File: src/design/lsn_pkg.sv
// shared types, codes and defaults for the spiking network block
// no dependencies
package lsn_pkg;

  localparam int NeuronsDefault    = 64;
  localparam int SynapsesDefault   = 256;
  localparam int StdpWindowDefault = 20;

  localparam logic [1:0] CmdConnect = 2'd0;
  localparam logic [1:0] CmdInject  = 2'd1;
  localparam logic [1:0] CmdTick    = 2'd2;
  localparam logic [1:0] CmdRead    = 2'd3;

  localparam logic [2:0] RegFireThreshold = 3'd0;
  localparam logic [2:0] RegMembraneLimit = 3'd1;
  localparam logic [2:0] RegWeightLimit   = 3'd2;
  localparam logic [2:0] RegPotStep       = 3'd3;
  localparam logic [2:0] RegDepStep       = 3'd4;
  localparam logic [2:0] RegLeakShift     = 3'd5;

  localparam int InDataWidth  = 72;
  localparam int OutDataWidth = 128;

  typedef struct packed {
    logic signed [31:0] base;
    logic signed [48:0] delta;
    logic [30:0]        limit;
  } clamp_req_t;

endpackage

File: src/design/lsn_mul.sv
// registered signed multiplier for weight times payload
// depends on lsn_pkg
module lsn_mul (
  input  logic               clk,
  input  logic               en,
  input  logic signed [31:0] a,
  input  logic signed [31:0] b,
  output logic signed [63:0] product
);
  import lsn_pkg::*;

  always_ff @(posedge clk) begin
    if (en) begin
      product <= a * b;
    end
  end
endmodule

File: config.mk
export PLATFORM = sky130hd
export DESIGN_NAME = lsn_mul
export DESIGN_NICKNAME = d
export VERILOG_FILES = /design/src/design/lsn_pkg.sv /design/src/design/lsn_mul.sv
export SDC_FILE = /design/constraint.sdc
export NUM_CORES = 2
export LEC_CHECK = 0
export CAP_MARGIN = 20
export CORE_AREA = 2 2 266 268
export DETAILED_ROUTE_END_ITERATION = 12
export DIE_AREA = 0 0 268 270
export DONT_BUFFER_PORTS = 1
export PLACE_DENSITY = 0.7
export SLEW_MARGIN = 25
export SYNTH_ARGS = -nofsm -noshare
export SYNTH_HDL_FRONTEND = slang
export SYNTH_SLANG_ARGS = --single-unit
File: constraint.sdc
create_clock -name clk -period 14.36 [get_ports clk]
set_input_delay 0.718 -clock clk [delete_from_list [all_inputs] [get_ports clk]]
set_output_delay 0.718 -clock clk [all_outputs]
set_load 0.01 [all_outputs]
# Word-level counts from Yosys, hierarchy flattened
# Cells that the tools add are included.
# totals
ff_bits,64
input_bits,66
# classes
n_mul,1
# op_table
operator,n
$mul A32 B32 Y64,1

# Longest topological paths before layout
# depth
word_depth,1
mapped_depth,28

# Worst setup path before layout
# No wires, ideal clock.
# synth_path
path_kind,input to register
start,input port b[2]
end,register product[62] (data pin)
arrival_time_ns,7.846
t_required_ns,14.091
path_slack_ns,6.245
path_stages,24
n_path_buf,1
path_cell_list,clkbuf_1 -> nand2_1 -> inv_1 -> fa_1 -> fa_1 -> fa_1 -> fa_1 -> inv_1 -> fa_1 -> inv_1 -> fa_1 -> inv_1 -> fa_1 -> inv_1 -> fa_1 -> ha_1 -> and3_1 -> nand2_1 -> or3_1 -> o22a_1 -> o211ai_1 -> a31oi_1 -> o31ai_1 -> xor2_1
# synth_via
elab_chain_len,1
# synth_lines
item,line_no,source
from (decl),lsn_mul.sv:7,"input logic signed [31:0] b,"
$mul A32 B32 Y64,lsn_mul.sv:14,product <= a * b;
to (signal assigned),lsn_mul.sv:14,
to (decl),lsn_mul.sv:8,output logic signed [63:0] product
# Every way passes these cells.
# A chain may end at the register's enable or synchronous reset.

# Final worst setup path
# layout_path
start,input port a[31]
end,register product[62] (data pin)
# layout_via
elab_chain_len,1
# layout_lines
item,line_no,source
from (decl),lsn_mul.sv:6,"input logic signed [31:0] a,"
$mul A32 B32 Y64,lsn_mul.sv:14,
# Every way passes these cells.

==> run metrics <==
outcome complete, no violations; largest reg by FF count product; grt total ovfl 0; number of flops mapped to enable cells by yosys 64; commonest cells in the netlist fa_1, inv_1, and2_1, nand2_1, clkbuf_1; ANT nets after route 0; row count 97; ratio of cells with drive above 1 in the final layout 1.03%; syn_nets 5216; setup TNS 0 ps; period utilisation layout 58.7%; worst path cell trace nand2_1 -> inv_1 -> fa_1 -> inv_1 -> fa_1 -> inv_1 -> fa_1 -> fa_1 -> inv_1 -> fa_1 -> inv_1 -> fa_1 -> inv_1 -> fa_1 -> inv_1 -> fa_1 -> ha_1 -> and3_1 -> nand2_1 -> or3_1 -> o211ai_1 -> a31oi_1 -> o31ai_1 -> xor2_1; Die Y 270 µm; Vias per Instance 5.44; Largest stage delay, worst path 800 ps; Worst Hold Class in2reg; IO Port Bufs 0; total global routing track utilization 28.2%; root buffer cell clkbuf_16; pin count of the biggest net entering global routing 65; Max FO, Critical Path 32; top flop regs product: 64 flops; unrepaired setup endpoints after global routing false; post-synth top area share 57.2%; # IOs 130; Syn Std Cell Area 37900 µm²; Slew @ Worst Pin 1060 ps; Avg WL per Cell 20.7 µm; Post-Syn Instances 3884; post-CTS setup buffers 0; WHS 484 ps; Fmax 119 MHz; Final Setup Violations 0; CP startpoint kind primary input; syn_area_per_cell 9.75 µm²; CTS tree done; most used cell, CP fa_1; Hold Vio Cnt, Final 0; DRC Markers 0; Netlist cell types 63; max reg flops 64; post-synth top area cell fa_1; max-cap violations 0; number of synthesized register bits 64; Clock transition at path regs 60 ps; crit path time final 8430 ps; CP required 14440 ps; initial antenna violation count 1; Final Slew Violations 0; die width 268 µm; nature of the critical path endpoint register; Final GP Congestion 0.910; DPL Wire Length 78200 µm; crit path DAT 8510 ps; final wirelength 95900 µm; sequential share of the synthesized area 5.07%; crit path kind in2reg; initial core utilization 54.5%; iteration count of the initial detailed-routing pass 7; Iter 0 DRT Violations 1655; Top FF cell, synth edfxtp_1; via count 25300; vias in the first global route 28100; Resized Gates After CTS 0; asr flop ratio synth 0%; Yosys warnings 0; CP max stage cell fa_1; CTS sink count 64; CTS Hold Buffers Added 0; number of inserted diodes 0; Syn-to-layout area delta 1.90%; Longest Clk Path Bufs 2; most common cell in the synthesized netlist fa_1; NumNets Final 5028; Core ar. 69500 µm²; Synth area leaders fa_1, inv_1, and2_1; Die ar. 72400 µm²; CTS buffer count 9; htree depth 3; Rel. slew slack 29.2%; first-pass GRT wire length 156000 µm
cell usage in the layout (no fill, tap or decap), types with 4 or more instances in the layout:
cell type  count
a211oi_1       4
a21o_1        23
a21oi_1       68
a31oi_1       12
and2_1       516
and3_1         7
clkbuf_16      9
edfxtp_1      64
fa_1        1082
ha_1         184
inv_1        952
nand2_1      511
nand2b_1       9
nand3_1       15
nand4_1        7
nor2_1        42
nor3_1         6
o21a_1         4
o21ai_0       28
o21bai_1      15
o31ai_1        6
or3_1          4
xnor2_1       53
xor2_1        22
layer usage:
metal  GRT usage [%]  share of wire [%]
met5               0                  0
met4            14.2                6.0
met3            2.96                5.2
met2            50.2                 53
met1            33.9                 36
stage by stage:
step | cell area (µm²) | instances | worst slack, ps | util (%)
floorplan | 37900 | 3884 | 6250 | -
global placement | 38300 | 4625 | 5800 | 55.1
detailed placement | 38300 | 4625 | 5630 | 55.1
CTS | 38600 | 4641 | 5980 | 55.5
global route | 38600 | 4641 | 5490 | 55.5
finish | 38600 | 4641 | 5930 | 55.5
final timing paths:
check / from / to / slack, ps / cells past startpoint
max: a[31] / product[62] / 5930 / 24
min: en / product[57] / 480 / 0
critical path, delay by kind of cell:
kind / cells / cell delay, ps
XOR/XNOR: 1 / 110
AND/OR/NAND/NOR: 4 / 800
adder cells (fa/ha/maj): 9 / 4680
AO/OA/AOI/OAI: 3 / 1060
buffers and inverters: 7 / 1100
area by class of cell:
type                            count  area (µm²)
Inverter                          952        3570
Multi-Input combinational cell   2668       31600
Clock inverter                      6        60.1
Fill cell                        6104       30900
Timing Repair Buffer                1        7.51
Sequential cell                    64        1920
Clock buffer                       10         229
Tap cell                          940        1180
cell families after synthesis:
family | after synthesis | share of synthesized area [%]
and+or+nand+nor | 1134 | 15.1
xor gates and xnor gates | 75 | 1.73
adders and majority gates | 1266 | 63.3
AOI/OAI and AO/OA | 193 | 3.41
buffers and inverters | 1152 | 11.4
DFF | 64 | 5.07
Power is left out: the tool's default activity adds up to more than one toggle a clock period on the data nets, which glitch-free logic cannot reach.
