===== src/design/lsn_pkg.sv =====
// shared types, codes and defaults for the spiking network block
// no dependencies
package lsn_pkg;

  localparam int NeuronsDefault    = 64;
  localparam int SynapsesDefault   = 256;
  localparam int StdpWindowDefault = 20;

  localparam logic [1:0] CmdConnect = 2'd0;
  localparam logic [1:0] CmdInject  = 2'd1;
  localparam logic [1:0] CmdTick    = 2'd2;
  localparam logic [1:0] CmdRead    = 2'd3;

  localparam logic [2:0] RegFireThreshold = 3'd0;
  localparam logic [2:0] RegMembraneLimit = 3'd1;
  localparam logic [2:0] RegWeightLimit   = 3'd2;
  localparam logic [2:0] RegPotStep       = 3'd3;
  localparam logic [2:0] RegDepStep       = 3'd4;
  localparam logic [2:0] RegLeakShift     = 3'd5;

  localparam int InDataWidth  = 72;
  localparam int OutDataWidth = 128;

  typedef struct packed {
    logic signed [31:0] base;
    logic signed [48:0] delta;
    logic [30:0]        limit;
  } clamp_req_t;

endpackage


===== src/design/lsn_clamp.sv =====
// shared add and symmetric clamp unit
// depends on lsn_pkg
module lsn_clamp (
  input  lsn_pkg::clamp_req_t req,
  output logic signed [31:0]  result
);
  import lsn_pkg::*;

  logic signed [49:0] sum;
  logic signed [49:0] lim;

  always_comb begin
    sum = 50'(req.base) + 50'(req.delta);
    lim = $signed({19'd0, req.limit});
    if (sum > lim) begin
      result = 32'(lim);
    end else if (sum < -lim) begin
      result = 32'(-lim);
    end else begin
      result = sum[31:0];
    end
  end
endmodule


===== config.mk =====
export PLATFORM = sky130hd
export DESIGN_NAME = lsn_clamp
export DESIGN_NICKNAME = d
export VERILOG_FILES = /design/src/design/lsn_pkg.sv /design/src/design/lsn_clamp.sv
export SDC_FILE = /design/constraint.sdc
export NUM_CORES = 1
export LEC_CHECK = 0
export BUFFER_PORTS_ARGS = -buffer_cell sky130_fd_sc_hd__buf_2
export CORE_ASPECT_RATIO = 1.2
export CORE_UTILIZATION = 64
export DETAILED_ROUTE_END_ITERATION = 16
export PLACE_DENSITY = 0.91
export RECOVER_POWER = 100
export SLEW_MARGIN = 15
export SYNTH_ARGS = -nofsm -noshare
export SYNTH_HDL_FRONTEND = slang
export SYNTH_SLANG_ARGS = --single-unit

===== constraint.sdc =====
create_clock -name vclk -period 10.9
set_input_delay 1.09 -clock vclk [all_inputs]
set_output_delay 1.09 -clock vclk [all_outputs]
set_load 0.005 [all_outputs]

# Word level (Yosys, flattened, before mapping)
# Index checks and enable logic that the tools add are counted.
# W data, S select, Z words.
[totals] output_inout_bits=32 regBits=0 word_cells=6
[op_classes] muxes=2 addsub=2 magnitude_cmp=2
[op_table] operator="$mux W32" count=2
[op_table] operator="$add A32 B49 Y50" count=1
[op_table] operator="$gt A50 B32 Y1" count=1
[op_table] operator="$lt A50 B50 Y1" count=1
[op_table] operator="$neg A31 Y50" count=1

# Longest topological paths before layout
# Gate-level depths: netlist of the first run.
[depth] depth_word=4 mapped_depth=25 depth_no_buf=22

# Worst setup path after synthesis of the first run
# OpenSTA, ideal clock, no wires.
[synth_path] kind="input to output" from="input port req[1] (netlist bit)" to="output port result[8]" t_required_ns=9.810 cell_stages=21 arrival_ns=6.527 path_slack_ns=3.283 cell_sequence="inv_1 -> ha_1 -> or3b_2 -> or4_4 -> or4_1 -> or3_1 -> nand2b_4 -> nor2_8 -> nand4_1 -> nor4_1 -> inv_1 -> nand2_1 -> ha_1 -> nand4_1 -> or4_1 -> a211oi_1 -> nor3_1 -> o41a_1 -> or4_2 -> a41oi_1 -> a31oi_1"
[synth_via] elab_chain_cells=4
[synth_rtl] element="from (decl)" line_no="lsn_clamp.sv:4" source="input lsn_pkg::clamp_req_t req,"
[synth_rtl] element="$neg A31 Y50" line_no="lsn_clamp.sv:18" source="result = 32'(-lim);"
[synth_rtl] element="$lt A50 B50 Y1" line_no="lsn_clamp.sv:17" source="end else if (sum < -lim) begin"
[synth_rtl] element="$mux W32" line_no="lsn_clamp.sv:17"
[synth_rtl] element="$mux W32 (*)" line_no="lsn_clamp.sv:15" source="if (sum > lim) begin"
[synth_rtl] element="to (decl)" line_no="lsn_clamp.sv:5" source="output logic signed [31:0] result"
# Mark *: on every way between the ends. The rest lies on a longest branch, timed or not.

# Final worst setup path of the first run
[layout_path] from="input port req[1] (netlist bit)" to="output port result[2]"
# Same word-level chain as after synthesis.

==> run_summary.xml, run 1 <==
<?xml version="1.0" encoding="UTF-8"?>
<metrics>
  <group name="status">
    <metric name="outcome" unit="">complete, but fails checks</metric>
    <metric name="violations_in_the_final_reports" unit="">max-capacitance violations, max-slew violations</metric>
  </group>
  <group name="critical_path">
    <metric name="setup.worst_path.end_class" unit="">primary output</metric>
    <metric name="startpoint_type" unit="">input port</metric>
    <metric name="cp.arrival" unit="ns">8.76</metric>
    <metric name="critical_path_required" unit="ns">9.81</metric>
    <metric name="worstSetupEndpoint" unit="">result[2]</metric>
    <metric name="critical_path.max_fanout" unit="">17</metric>
    <metric name="criticalPathCategory" unit="">input port to primary output</metric>
    <metric name="timing.critical_path.from" unit="">req[1]</metric>
  </group>
  <group name="power">
    <metric name="cellPowerDensity" unit="mW/mm^2">71.5</metric>
    <metric name="ir_worst_vdd" unit="V">0.0000354</metric>
    <metric name="report.power.total" unit="W">0.000537</metric>
    <metric name="power.leakage" unit="nW">3.63</metric>
  </group>
  <group name="final_layout">
    <metric name="total_number_of_sequential_cells" unit="">0</metric>
    <metric name="commonest_non_fill_non_tap_cell_in_the_layout" unit="">sky130_fd_sc_hd__ha_1</metric>
    <metric name="multi_input_comb_area" unit="sq mm">0.00634</metric>
    <metric name="final_nets" unit="">1338</metric>
    <metric name="areaGrowthSynthToFinish" unit="%">7.70</metric>
    <metric name="post_route_cells_drive_above_1_share" unit="">0.144</metric>
    <metric name="antenna_cells" unit="">0</metric>
    <metric name="finish.instance_area" unit="sq mm">0.00750</metric>
    <metric name="most-common-layout-cells" unit="">sky130_fd_sc_hd__ha_1, sky130_fd_sc_hd__buf_2, sky130_fd_sc_hd__nand2_1</metric>
    <metric name="fill_cells" unit="">966</metric>
    <metric name="final-seq-area" unit="sq um">0</metric>
    <metric name="nClkBuffers" unit="">0</metric>
  </group>
  <group name="route">
    <metric name="route.antenna.remaining_nets" unit="">0</metric>
    <metric name="drt_pass1_iterations" unit="">6</metric>
    <metric name="dr.first_iter.drc_count" unit="">637</metric>
    <metric name="detail_route.wl_per_cell" unit="um">17.9</metric>
    <metric name="detail_route.vias_per_cell" unit="">6.70</metric>
    <metric name="finalWirelength" unit="um">22000</metric>
    <metric name="vias" unit="">8211</metric>
    <metric name="remaining_drc_errors" unit="">0</metric>
  </group>
  <group name="sta">
    <metric name="fin_worst_hold_slack" unit="ns">2.56</metric>
    <metric name="finalSetupViolCount" unit="">0</metric>
    <metric name="report.final.slew_viol_count" unit="">15</metric>
    <metric name="final.min_clock_period" unit="ns">9.85</metric>
    <metric name="final_min_period_over_clock_period" unit="">0.904</metric>
    <metric name="tightest_slew" unit="ns">1.63</metric>
    <metric name="maxClockFrequency" unit="GHz">0.102</metric>
    <metric name="report.final.hold_viol_count" unit="">0</metric>
    <metric name="slew_headroom" unit="">-0.0915</metric>
    <metric name="layout_setup_ws" unit="ns">1.05</metric>
    <metric name="unrepaired_setup_endpoints_after_global_routing" unit="">no</metric>
    <metric name="tns" unit="ns">0</metric>
  </group>
  <group name="logic_synthesis">
    <metric name="synth_mux_area_frac" unit="">0.0593</metric>
    <metric name="synth_warnings" unit="">0</metric>
    <metric name="synth.largest_area_cell" unit="">sky130_fd_sc_hd__ha_1</metric>
    <metric name="yosysSeqAreaShare" unit="">0</metric>
    <metric name="synth-xor-area-share" unit="">0.0900</metric>
    <metric name="syn-num-nets" unit="">1240</metric>
    <metric name="ys_top_cells_by_area" unit="">sky130_fd_sc_hd__ha_1, sky130_fd_sc_hd__xnor2_1, sky130_fd_sc_hd__a21oi_1</metric>
    <metric name="synth_top_cell_area_share" unit="">0.228</metric>
    <metric name="count_of_unique_library_cells_instantiated_by_yosys" unit="">93</metric>
    <metric name="adder_cell_area_share_of_the_yosys_netlist" unit="">0.232</metric>
    <metric name="synth_cells" unit="">1000</metric>
    <metric name="mappedNetlistArea" unit="sq mm">0.00697</metric>
    <metric name="synthSimpleGateAreaFrac" unit="">0.242</metric>
    <metric name="synth_compound_gate_area_share" unit="">0.287</metric>
    <metric name="synth_top_family_by_area" unit="">compound AO/OA/AOI/OAI gates</metric>
    <metric name="avgSynthCellArea" unit="sq um">6.97</metric>
  </group>
  <group name="floorplanning">
    <metric name="placeable_area" unit="sq mm">0.0106</metric>
    <metric name="starting_density" unit="">0.659</metric>
    <metric name="die_area" unit="sq mm">0.0113</metric>
    <metric name="die_extent_in_x" unit="um">97.3</metric>
    <metric name="ioPinCount" unit="">144</metric>
    <metric name="num_rows" unit="">41</metric>
    <metric name="floorplan.die.height" unit="um">116</metric>
  </group>
  <group name="place">
    <metric name="dp_worst_setup_slack" unit="ns">1.64</metric>
    <metric name="dpl.hpwl" unit="um">18500</metric>
    <metric name="gp_congestion" unit="">1.02</metric>
    <metric name="io_buffer_count" unit="">144</metric>
    <metric name="dpl-instance-area" unit="sq mm">0.00755</metric>
  </group>
  <group name="global_routing">
    <metric name="sum_of_overflow_across_all_layers_after_global_routing" unit="">0</metric>
    <metric name="grt_pass1_vias" unit="">7445</metric>
    <metric name="grt_pass1_wl" unit="um">34900</metric>
    <metric name="grt_max_degree" unit="">31</metric>
    <metric name="track_usage" unit="">0.370</metric>
    <metric name="antenna_found_initial" unit="">0</metric>
  </group>
  <group name="cts">
    <metric name="post_cts_resize_count" unit="">0</metric>
    <metric name="cts_post_setup_buffers_inserted" unit="">0</metric>
    <metric name="cts-hold-fix-buffers" unit="">0</metric>
  </group>
  <group name="min_path">
    <metric name="hold-path-cell-count" unit="">4</metric>
    <metric name="worst_hold_path_type" unit="">input port to primary output</metric>
  </group>
  <group name="job">
    <metric name="cap_violations" unit="">1</metric>
  </group>
</metrics>
==> worst min-delay path by stage <==
stage	start	endpoint	slack, ns
4_1_cts	req[1]	result[1]	2.57
6_report	req[0]	result[0]	2.56
3_3_place_gp	req[1]	result[1]	2.55
3_5_place_dp	req[1]	result[1]	2.57
5_1_grt	req[1]	result[1]	2.59
2_1_floorplan	req[3]	result[3]	2.29
==> area by class of cell <==
| cell class | instances | share of cell area |
|---|---|---|
| inverters | 80 | 0.0400 |
| multi-input cells | 870 | 0.844 |
| repair buffers | 146 | 0.0940 |
| well taps | 129 | 0.0215 |
==> metal layers <==
| layer | up-vias | part of all wire | track usage |
|---|---|---|---|
| met5 | - | 0 | 0 |
| met2 | 415 | 0.49 | 0.695 |
| met4 | 0 | 0.066 | 0.215 |
| met3 | 106 | 0.065 | 0.0281 |
| li1 | 3934 | - | - |
| met1 | 3756 | 0.38 | 0.414 |
==> where the power goes <==
part	switching, W	internal [W]
Sequential	0	0
Clock	0	0
Combinational	0.000328	0.000208
==> cell usage after synthesis (18+ instances only) <==
master	count
sky130_fd_sc_hd__nor2_1	62
sky130_fd_sc_hd__xnor2_1	52
sky130_fd_sc_hd__nand4_1	30
sky130_fd_sc_hd__nand3_1	34
sky130_fd_sc_hd__nor4_1	21
sky130_fd_sc_hd__nor3_1	34
sky130_fd_sc_hd__nand2_1	101
sky130_fd_sc_hd__a21o_1	30
sky130_fd_sc_hd__o21ai_0	49
sky130_fd_sc_hd__a21oi_1	87
sky130_fd_sc_hd__mux2i_1	39
sky130_fd_sc_hd__a211oi_1	18
sky130_fd_sc_hd__clkbuf_1	31
sky130_fd_sc_hd__a31oi_1	22
sky130_fd_sc_hd__ha_1	127
sky130_fd_sc_hd__inv_1	79
==> through the flow <==
step / cells / util
final: 1225 / 0.710
after global routing: 1225 / 0.710
after CTS: 1225 / 0.714
after detailed placement: 1225 / 0.714
after global placement: 1225 / 0.714
after floorplan: 1000 / -
==> cell families (layout without fill, tap and decap cells) <==
group / count (synthesis) / after routing
compound gates: 299 / 299
xor+xnor: 69 / 69
fa+ha+maj: 129 / 129
buf+inv: 130 / 226
mux: 41 / 41
simple gates: 332 / 332
==> worst max-delay path, stage by stage <==
cell,delay (ns)
sky130_fd_sc_hd__buf_2,0.10
sky130_fd_sc_hd__inv_1,0.09
sky130_fd_sc_hd__ha_1,0.20
sky130_fd_sc_hd__or3b_2,0.52
sky130_fd_sc_hd__or4_4,0.48
sky130_fd_sc_hd__or4_1,0.46
sky130_fd_sc_hd__or3_1,0.39
sky130_fd_sc_hd__nand2b_4,0.22
sky130_fd_sc_hd__nor2_8,0.14
sky130_fd_sc_hd__nand4_1,0.35
sky130_fd_sc_hd__nor4_1,0.52
sky130_fd_sc_hd__inv_1,0.08
sky130_fd_sc_hd__nand2_1,0.08
sky130_fd_sc_hd__ha_1,0.12
sky130_fd_sc_hd__nand4_1,0.09
sky130_fd_sc_hd__or4_1,0.55
sky130_fd_sc_hd__a211oi_1,0.26
sky130_fd_sc_hd__nor3_1,0.08
sky130_fd_sc_hd__o41a_1,0.68
sky130_fd_sc_hd__xnor2_1,1.35
sky130_fd_sc_hd__buf_4,0.41
sky130_fd_sc_hd__mux2i_1,0.20
sky130_fd_sc_hd__a22oi_1,0.11
sky130_fd_sc_hd__clkbuf_1,0.17
Power figures use the tool's default switching activity.
==> run 2, diff against run 1 <==
--- a/config.mk
+++ b/config.mk
@@ -5,11 +5,14 @@
 export SDC_FILE = /design/constraint.sdc
 export NUM_CORES = 1
 export LEC_CHECK = 0
+export ABC_AREA = 1
 export BUFFER_PORTS_ARGS = -buffer_cell sky130_fd_sc_hd__buf_2
+export CELL_PAD_IN_SITES_DETAIL_PLACEMENT = 2
+export CELL_PAD_IN_SITES_GLOBAL_PLACEMENT = 2
 export CORE_ASPECT_RATIO = 1.2
-export CORE_UTILIZATION = 64
+export CORE_UTILIZATION = 32
 export DETAILED_ROUTE_END_ITERATION = 16
-export PLACE_DENSITY = 0.91
+export PLACE_DENSITY_LB_ADDON = 0.1
 export RECOVER_POWER = 100
 export SLEW_MARGIN = 15
 export SYNTH_ARGS = -nofsm -noshare
==> run 2 against run 1 <==
  * The run now ends clean
  * First-iteration DRC count shrank 63%
  * Critical path depth grew 4
  * Fmax grew 12%
==> run_summary.xml, run 2 <==
<?xml version="1.0" encoding="UTF-8"?>
<metrics>
  <group name="global_routing">
    <metric name="track_usage" unit="">0.293</metric>
    <metric name="antenna_found_initial" unit="">0</metric>
    <metric name="sum_of_overflow_across_all_layers_after_global_routing" unit="">0</metric>
    <metric name="grt_pass1_vias" unit="">11200</metric>
    <metric name="grt_pass1_wl" unit="um">59600</metric>
    <metric name="grt_max_degree" unit="">35</metric>
  </group>
  <group name="logic_synthesis">
    <metric name="synth_warnings" unit="">0</metric>
    <metric name="synth.largest_area_cell" unit="">sky130_fd_sc_hd__ha_1</metric>
    <metric name="post_synth_most_frequent_cells" unit="">sky130_fd_sc_hd__nand2_1, sky130_fd_sc_hd__inv_1, sky130_fd_sc_hd__nor2_1, sky130_fd_sc_hd__nand3_1, sky130_fd_sc_hd__ha_1</metric>
    <metric name="count_of_unique_library_cells_instantiated_by_yosys" unit="">48</metric>
    <metric name="syn-num-nets" unit="">1704</metric>
    <metric name="yosysSeqAreaShare" unit="">0</metric>
    <metric name="yosys.cell_count.top_type" unit="">sky130_fd_sc_hd__nand2_1</metric>
    <metric name="ys_top_cells_by_area" unit="">sky130_fd_sc_hd__ha_1, sky130_fd_sc_hd__nand2_1, sky130_fd_sc_hd__inv_1</metric>
    <metric name="mappedNetlistArea" unit="sq mm">0.00809</metric>
    <metric name="synth_cells" unit="">1464</metric>
    <metric name="avgSynthCellArea" unit="sq um">5.53</metric>
    <metric name="synth_top_cell_area_share" unit="">0.196</metric>
  </group>
  <group name="final_layout">
    <metric name="multi_input_comb_area" unit="sq mm">0.00705</metric>
    <metric name="areaGrowthSynthToFinish" unit="%">11.4</metric>
    <metric name="post_route_cells_drive_above_1_share" unit="">0.141</metric>
    <metric name="antenna_cells" unit="">0</metric>
    <metric name="layout.cells.non_filler" unit="">1916</metric>
    <metric name="final-seq-area" unit="sq um">0</metric>
    <metric name="fill_cells" unit="">3372</metric>
    <metric name="total_number_of_sequential_cells" unit="">0</metric>
    <metric name="nClkBuffers" unit="">0</metric>
    <metric name="final_nets" unit="">1833</metric>
    <metric name="commonest_non_fill_non_tap_cell_in_the_layout" unit="">sky130_fd_sc_hd__nand2_1</metric>
    <metric name="most-common-layout-cells" unit="">sky130_fd_sc_hd__nand2_1, sky130_fd_sc_hd__inv_1, sky130_fd_sc_hd__nor2_1</metric>
    <metric name="layout.core_utilization" unit="">0.364</metric>
  </group>
  <group name="sta">
    <metric name="tns" unit="ns">0</metric>
    <metric name="report.final.slew_viol_count" unit="">0</metric>
    <metric name="unrepaired_setup_endpoints_after_global_routing" unit="">no</metric>
    <metric name="tightest_slew" unit="ns">1.39</metric>
    <metric name="report.final.hold_viol_count" unit="">0</metric>
    <metric name="fin_worst_hold_slack" unit="ns">2.52</metric>
    <metric name="slew_headroom" unit="">0.0710</metric>
    <metric name="final_min_period_over_clock_period" unit="">0.804</metric>
    <metric name="final.min_clock_period" unit="ns">8.76</metric>
    <metric name="layout_setup_ws" unit="ns">2.14</metric>
    <metric name="maxClockFrequency" unit="GHz">0.114</metric>
    <metric name="finalSetupViolCount" unit="">0</metric>
  </group>
  <group name="critical_path">
    <metric name="cp.arrival" unit="ns">7.67</metric>
    <metric name="path_common_cell" unit="">sky130_fd_sc_hd__nand2_1</metric>
    <metric name="critical_path.max_fanout" unit="">34</metric>
    <metric name="max_stage_delay" unit="ns">0.99</metric>
    <metric name="critical_path_required" unit="ns">9.81</metric>
    <metric name="slowest_cell_on_the_critical_path" unit="">sky130_fd_sc_hd__nand2_1</metric>
    <metric name="startpoint_type" unit="">input port</metric>
    <metric name="criticalPathCategory" unit="">input port to primary output</metric>
    <metric name="setup.worst_path.end_class" unit="">primary output</metric>
    <metric name="crit_family" unit="">simple AND/OR/NAND/NOR gates</metric>
    <metric name="worstPathBufferInverterCount" unit="">4</metric>
  </group>
  <group name="power">
    <metric name="power.leakage" unit="nW">5.06</metric>
    <metric name="cellPowerDensity" unit="mW/mm^2">72.9</metric>
    <metric name="ir_worst_vdd" unit="V">0.0000212</metric>
  </group>
  <group name="floorplanning">
    <metric name="die_area" unit="sq mm">0.0259</metric>
    <metric name="ioPinCount" unit="">144</metric>
    <metric name="die_extent_in_x" unit="um">147</metric>
    <metric name="placeable_area" unit="sq mm">0.0248</metric>
    <metric name="num_rows" unit="">63</metric>
    <metric name="floorplan.die.height" unit="um">176</metric>
    <metric name="starting_density" unit="">0.327</metric>
  </group>
  <group name="place">
    <metric name="gp_congestion" unit="">0.890</metric>
    <metric name="io_buffer_count" unit="">144</metric>
    <metric name="dpl.hpwl" unit="um">34700</metric>
    <metric name="dp_worst_setup_slack" unit="ns">3.23</metric>
    <metric name="placedCellCount" unit="">1916</metric>
  </group>
  <group name="route">
    <metric name="remaining_drc_errors" unit="">0</metric>
    <metric name="route.antenna.remaining_nets" unit="">0</metric>
    <metric name="vias" unit="">10300</metric>
    <metric name="drt_pass1_iterations" unit="">4</metric>
    <metric name="dr.first_iter.drc_count" unit="">237</metric>
    <metric name="detail_route.vias_per_cell" unit="">5.40</metric>
    <metric name="detail_route.wl_per_cell" unit="um">19.9</metric>
    <metric name="finalWirelength" unit="um">38200</metric>
  </group>
  <group name="cts">
    <metric name="cts-hold-fix-buffers" unit="">0</metric>
    <metric name="cts_post_setup_buffers_inserted" unit="">0</metric>
    <metric name="post_cts_resize_count" unit="">0</metric>
  </group>
  <group name="status">
    <metric name="outcome" unit="">complete, no violations</metric>
  </group>
  <group name="min_path">
    <metric name="worst_hold_path_type" unit="">input port to primary output</metric>
  </group>
  <group name="job">
    <metric name="cap_violations" unit="">0</metric>
  </group>
</metrics>
[run 2: changes by cell type after synthesis, moves of 22 or more]
cell	delta
sky130_fd_sc_hd__nand3_2	+29
sky130_fd_sc_hd__mux2i_1	-39
sky130_fd_sc_hd__nand2_2	+23
sky130_fd_sc_hd__a21o_1	-22
sky130_fd_sc_hd__nor2_1	+92
sky130_fd_sc_hd__xor2_1	+33
sky130_fd_sc_hd__nand3_1	+104
sky130_fd_sc_hd__nand2_1	+305
sky130_fd_sc_hd__xnor2_1	-50
sky130_fd_sc_hd__inv_1	+137
sky130_fd_sc_hd__clkbuf_1	-26
[run 2: layer usage]
layer  wire (um)  share of wire  GRT usage
met1       16500           0.43      0.351
met2       19200           0.50      0.549
met3         907          0.024     0.0121
met4        1590          0.042      0.107
met5           0              0          0
[run 2: path summary, 6_finish.rpt]
path	start	to	depth (start not counted)
worst max-delay path	req[46]	result[17]	28
worst min-delay path	req[28]	result[28]	4
[run 2: cell families after synthesis]
logic type,share of synthesized area
xor+xnor,0.0541
compound gates,0.122
simple gates,0.505
fa+ha+maj,0.199
buf+inv,0.120
[run 2: layout make-up]
| cell class | instances | area share |
|---|---|---|
| inverters | 226 | 0.0941 |
| multi-input cells | 1221 | 0.782 |
| well taps | 325 | 0.0451 |
| repair buffers | 144 | 0.0791 |
[run 2: power breakdown]
| group | internal, W | switching (W) |
|---|---|---|
| clock network | 0 | 0 |
| registers | 0 | 0 |
| logic | 0.000217 | 0.000440 |
[run 2: metrics by stage]
stage                     area (sq um)  total power, W
after CTS                         9090        0.000667
final                             9010        0.000657
after detailed placement          9090        0.000664
after global placement            9090        0.000640
after floorplan                   8090        0.000430
after global routing              9010        0.000736
==> run 3, diff against run 2 <==
--- a/config.mk
+++ b/config.mk
@@ -5,7 +5,7 @@
 export SDC_FILE = /design/constraint.sdc
 export NUM_CORES = 1
 export LEC_CHECK = 0
-export ABC_AREA = 1
+export ABC_AREA = 0
 export BUFFER_PORTS_ARGS = -buffer_cell sky130_fd_sc_hd__buf_2
 export CELL_PAD_IN_SITES_DETAIL_PLACEMENT = 2
 export CELL_PAD_IN_SITES_GLOBAL_PLACEMENT = 2
==> constraint.sdc (replaced) <==
create_clock -name vclk -period 8.4
set_input_delay 0.84 -clock vclk [all_inputs]
set_output_delay 0.84 -clock vclk [all_outputs]
set_load 0.005 [all_outputs]
==> run 3 against run 2 <==
  * Power grew 13%
  * Non-clock buffer count grew 19
  * Count of clock-buffer cells in the layout is the same
  * Worst setup slack lost 1.7 ns
  * Critical path type unchanged
  * Final area shrank 13%
  * Combinational power grew 14%
  * Highest routed layer unchanged
  * Worst hold slack lost 0.44 ns
==> run_summary.xml, run 3 (synthesized netlist as in run 1, its figures left out) <==
<?xml version="1.0" encoding="UTF-8"?>
<metrics>
  <group name="final_layout">
    <metric name="areaGrowthSynthToFinish" unit="%">12.8</metric>
    <metric name="fill_cells" unit="">2650</metric>
    <metric name="multi_input_comb_area" unit="sq mm">0.00635</metric>
    <metric name="final-seq-area" unit="sq um">0</metric>
    <metric name="antenna_cells" unit="">0</metric>
    <metric name="total_number_of_sequential_cells" unit="">0</metric>
    <metric name="nClkBuffers" unit="">0</metric>
    <metric name="commonest_non_fill_non_tap_cell_in_the_layout" unit="">sky130_fd_sc_hd__ha_1</metric>
    <metric name="post_route_cells_drive_above_1_share" unit="">0.162</metric>
    <metric name="final_nets" unit="">1355</metric>
    <metric name="layout.core_utilization" unit="">0.371</metric>
    <metric name="most-common-layout-cells" unit="">sky130_fd_sc_hd__ha_1, sky130_fd_sc_hd__buf_2, sky130_fd_sc_hd__nand2_1</metric>
  </group>
  <group name="global_routing">
    <metric name="grt_pass1_wl" unit="um">45500</metric>
    <metric name="grt_pass1_vias" unit="">8719</metric>
    <metric name="antenna_found_initial" unit="">0</metric>
    <metric name="track_usage" unit="">0.259</metric>
    <metric name="grt_max_degree" unit="">21</metric>
    <metric name="sum_of_overflow_across_all_layers_after_global_routing" unit="">0</metric>
  </group>
  <group name="sta">
    <metric name="final.min_clock_period" unit="ns">8.00</metric>
    <metric name="slew_headroom" unit="">0.441</metric>
    <metric name="finalSetupViolCount" unit="">0</metric>
    <metric name="tns" unit="ns">0</metric>
    <metric name="final_min_period_over_clock_period" unit="">0.953</metric>
    <metric name="maxClockFrequency" unit="GHz">0.125</metric>
    <metric name="report.final.hold_viol_count" unit="">0</metric>
    <metric name="tightest_slew" unit="ns">0.831</metric>
    <metric name="report.final.slew_viol_count" unit="">0</metric>
    <metric name="unrepaired_setup_endpoints_after_global_routing" unit="">no</metric>
  </group>
  <group name="cts">
    <metric name="cts_post_setup_buffers_inserted" unit="">0</metric>
    <metric name="cts-hold-fix-buffers" unit="">0</metric>
    <metric name="post_cts_resize_count" unit="">0</metric>
  </group>
  <group name="critical_path">
    <metric name="timing.critical_path.from" unit="">req[1]</metric>
    <metric name="criticalPathCategory" unit="">input port to primary output</metric>
    <metric name="cp.arrival" unit="ns">7.16</metric>
    <metric name="setup.worst_path.end_class" unit="">primary output</metric>
    <metric name="critical_path.max_fanout" unit="">9</metric>
    <metric name="startpoint_type" unit="">input port</metric>
    <metric name="critical_path_required" unit="ns">7.56</metric>
  </group>
  <group name="route">
    <metric name="detail_route.vias_per_cell" unit="">5.87</metric>
    <metric name="drt_pass1_iterations" unit="">4</metric>
    <metric name="finalWirelength" unit="um">28900</metric>
    <metric name="remaining_drc_errors" unit="">0</metric>
    <metric name="dr.first_iter.drc_count" unit="">239</metric>
    <metric name="route.antenna.remaining_nets" unit="">0</metric>
    <metric name="detail_route.wl_per_cell" unit="um">20.9</metric>
    <metric name="vias" unit="">8118</metric>
  </group>
  <group name="floorplanning">
    <metric name="die_extent_in_x" unit="um">137</metric>
    <metric name="placeable_area" unit="sq mm">0.0212</metric>
    <metric name="starting_density" unit="">0.329</metric>
    <metric name="ioPinCount" unit="">144</metric>
    <metric name="num_rows" unit="">58</metric>
    <metric name="floorplan.die.height" unit="um">164</metric>
    <metric name="die_area" unit="sq mm">0.0224</metric>
  </group>
  <group name="power">
    <metric name="power.leakage" unit="nW">3.75</metric>
    <metric name="ir_worst_vdd" unit="V">0.0000290</metric>
    <metric name="cellPowerDensity" unit="mW/mm^2">94.9</metric>
  </group>
  <group name="status">
    <metric name="outcome" unit="">complete, no violations</metric>
  </group>
  <group name="min_path">
    <metric name="worst_hold_path_type" unit="">input port to primary output</metric>
    <metric name="worstHoldStart" unit="">req[10]</metric>
  </group>
  <group name="place">
    <metric name="gp_congestion" unit="">0.884</metric>
    <metric name="io_buffer_count" unit="">144</metric>
    <metric name="dpl.hpwl" unit="um">25500</metric>
  </group>
  <group name="job">
    <metric name="cap_violations" unit="">0</metric>
  </group>
</metrics>
## run 3: cell count changes in the layout (fill, tap and decap cells not counted), moves of 26 or more
cell and delta:
sky130_fd_sc_hd__inv_1 -137, sky130_fd_sc_hd__mux2i_1 +39, sky130_fd_sc_hd__nand2_1 -310, sky130_fd_sc_hd__nand3_1 -108, sky130_fd_sc_hd__nand3_2 -26, sky130_fd_sc_hd__nor2_1 -93, sky130_fd_sc_hd__xnor2_1 +49, sky130_fd_sc_hd__xor2_1 -33
## run 3: report_power, final
group | internal, W | leakage, nW | switching [W]
registers | 0 | 0 | 0
clock network | 0 | 0 | 0
logic | 0.000287 | 3.75 | 0.000459
## run 3: worst paths after layout
check  cells after the start          to  slack [ns]
min                        4  result[10]        2.07
max                       24   result[8]        0.40
## run 3: critical path, cell delays in order
cell	delay [ns]
sky130_fd_sc_hd__buf_2	0.11
sky130_fd_sc_hd__inv_1	0.10
sky130_fd_sc_hd__ha_1	0.21
sky130_fd_sc_hd__or3b_2	0.52
sky130_fd_sc_hd__or4_4	0.48
sky130_fd_sc_hd__or4_1	0.47
sky130_fd_sc_hd__or3_1	0.39
sky130_fd_sc_hd__nand2b_4	0.21
sky130_fd_sc_hd__nor2_8	0.14
sky130_fd_sc_hd__nand4_1	0.20
sky130_fd_sc_hd__nor4_1	0.47
sky130_fd_sc_hd__inv_1	0.08
sky130_fd_sc_hd__nand2_1	0.09
sky130_fd_sc_hd__ha_1	0.12
sky130_fd_sc_hd__nand4_1	0.10
sky130_fd_sc_hd__or4_1	0.56
sky130_fd_sc_hd__a211oi_1	0.24
sky130_fd_sc_hd__nor3_1	0.08
sky130_fd_sc_hd__o41a_1	0.50
sky130_fd_sc_hd__clkbuf_2	0.24
sky130_fd_sc_hd__or4_2	0.56
sky130_fd_sc_hd__a41oi_1	0.22
sky130_fd_sc_hd__a31oi_1	0.07
sky130_fd_sc_hd__buf_2	0.13
## run 3: metrics by stage
step                      total power (W)  hold slack, ns  instances  worst slack (ns)  instance area, sq um
final                            0.000746            2.07       1383             0.397                  7860
after global routing             0.000827            2.11       1383            0.0213                  7860
after CTS                        0.000756            2.08       1383             0.410                  7890
after detailed placement         0.000753            2.07       1383             0.441                  7890
after global placement           0.000733            2.06       1383             0.625                  7890
after floorplan                  0.000496            1.79       1000              1.28                  6970
## run 3: area by class of cell
cell class / count / area share
Inverter: 80 / 0.0382
Timing Repair Buffer: 163 / 0.111
Tap cell: 270 / 0.0430
Multi-Input combinational cell: 870 / 0.808
## run 3: routing by layer
layer,GRT usage,vias up,wire length [um]
met3,0.00962,56,649
met5,0,-,0
met4,0.108,0,1250
met2,0.508,148,15300
met1,0.284,3956,11800
li1,-,3958,-
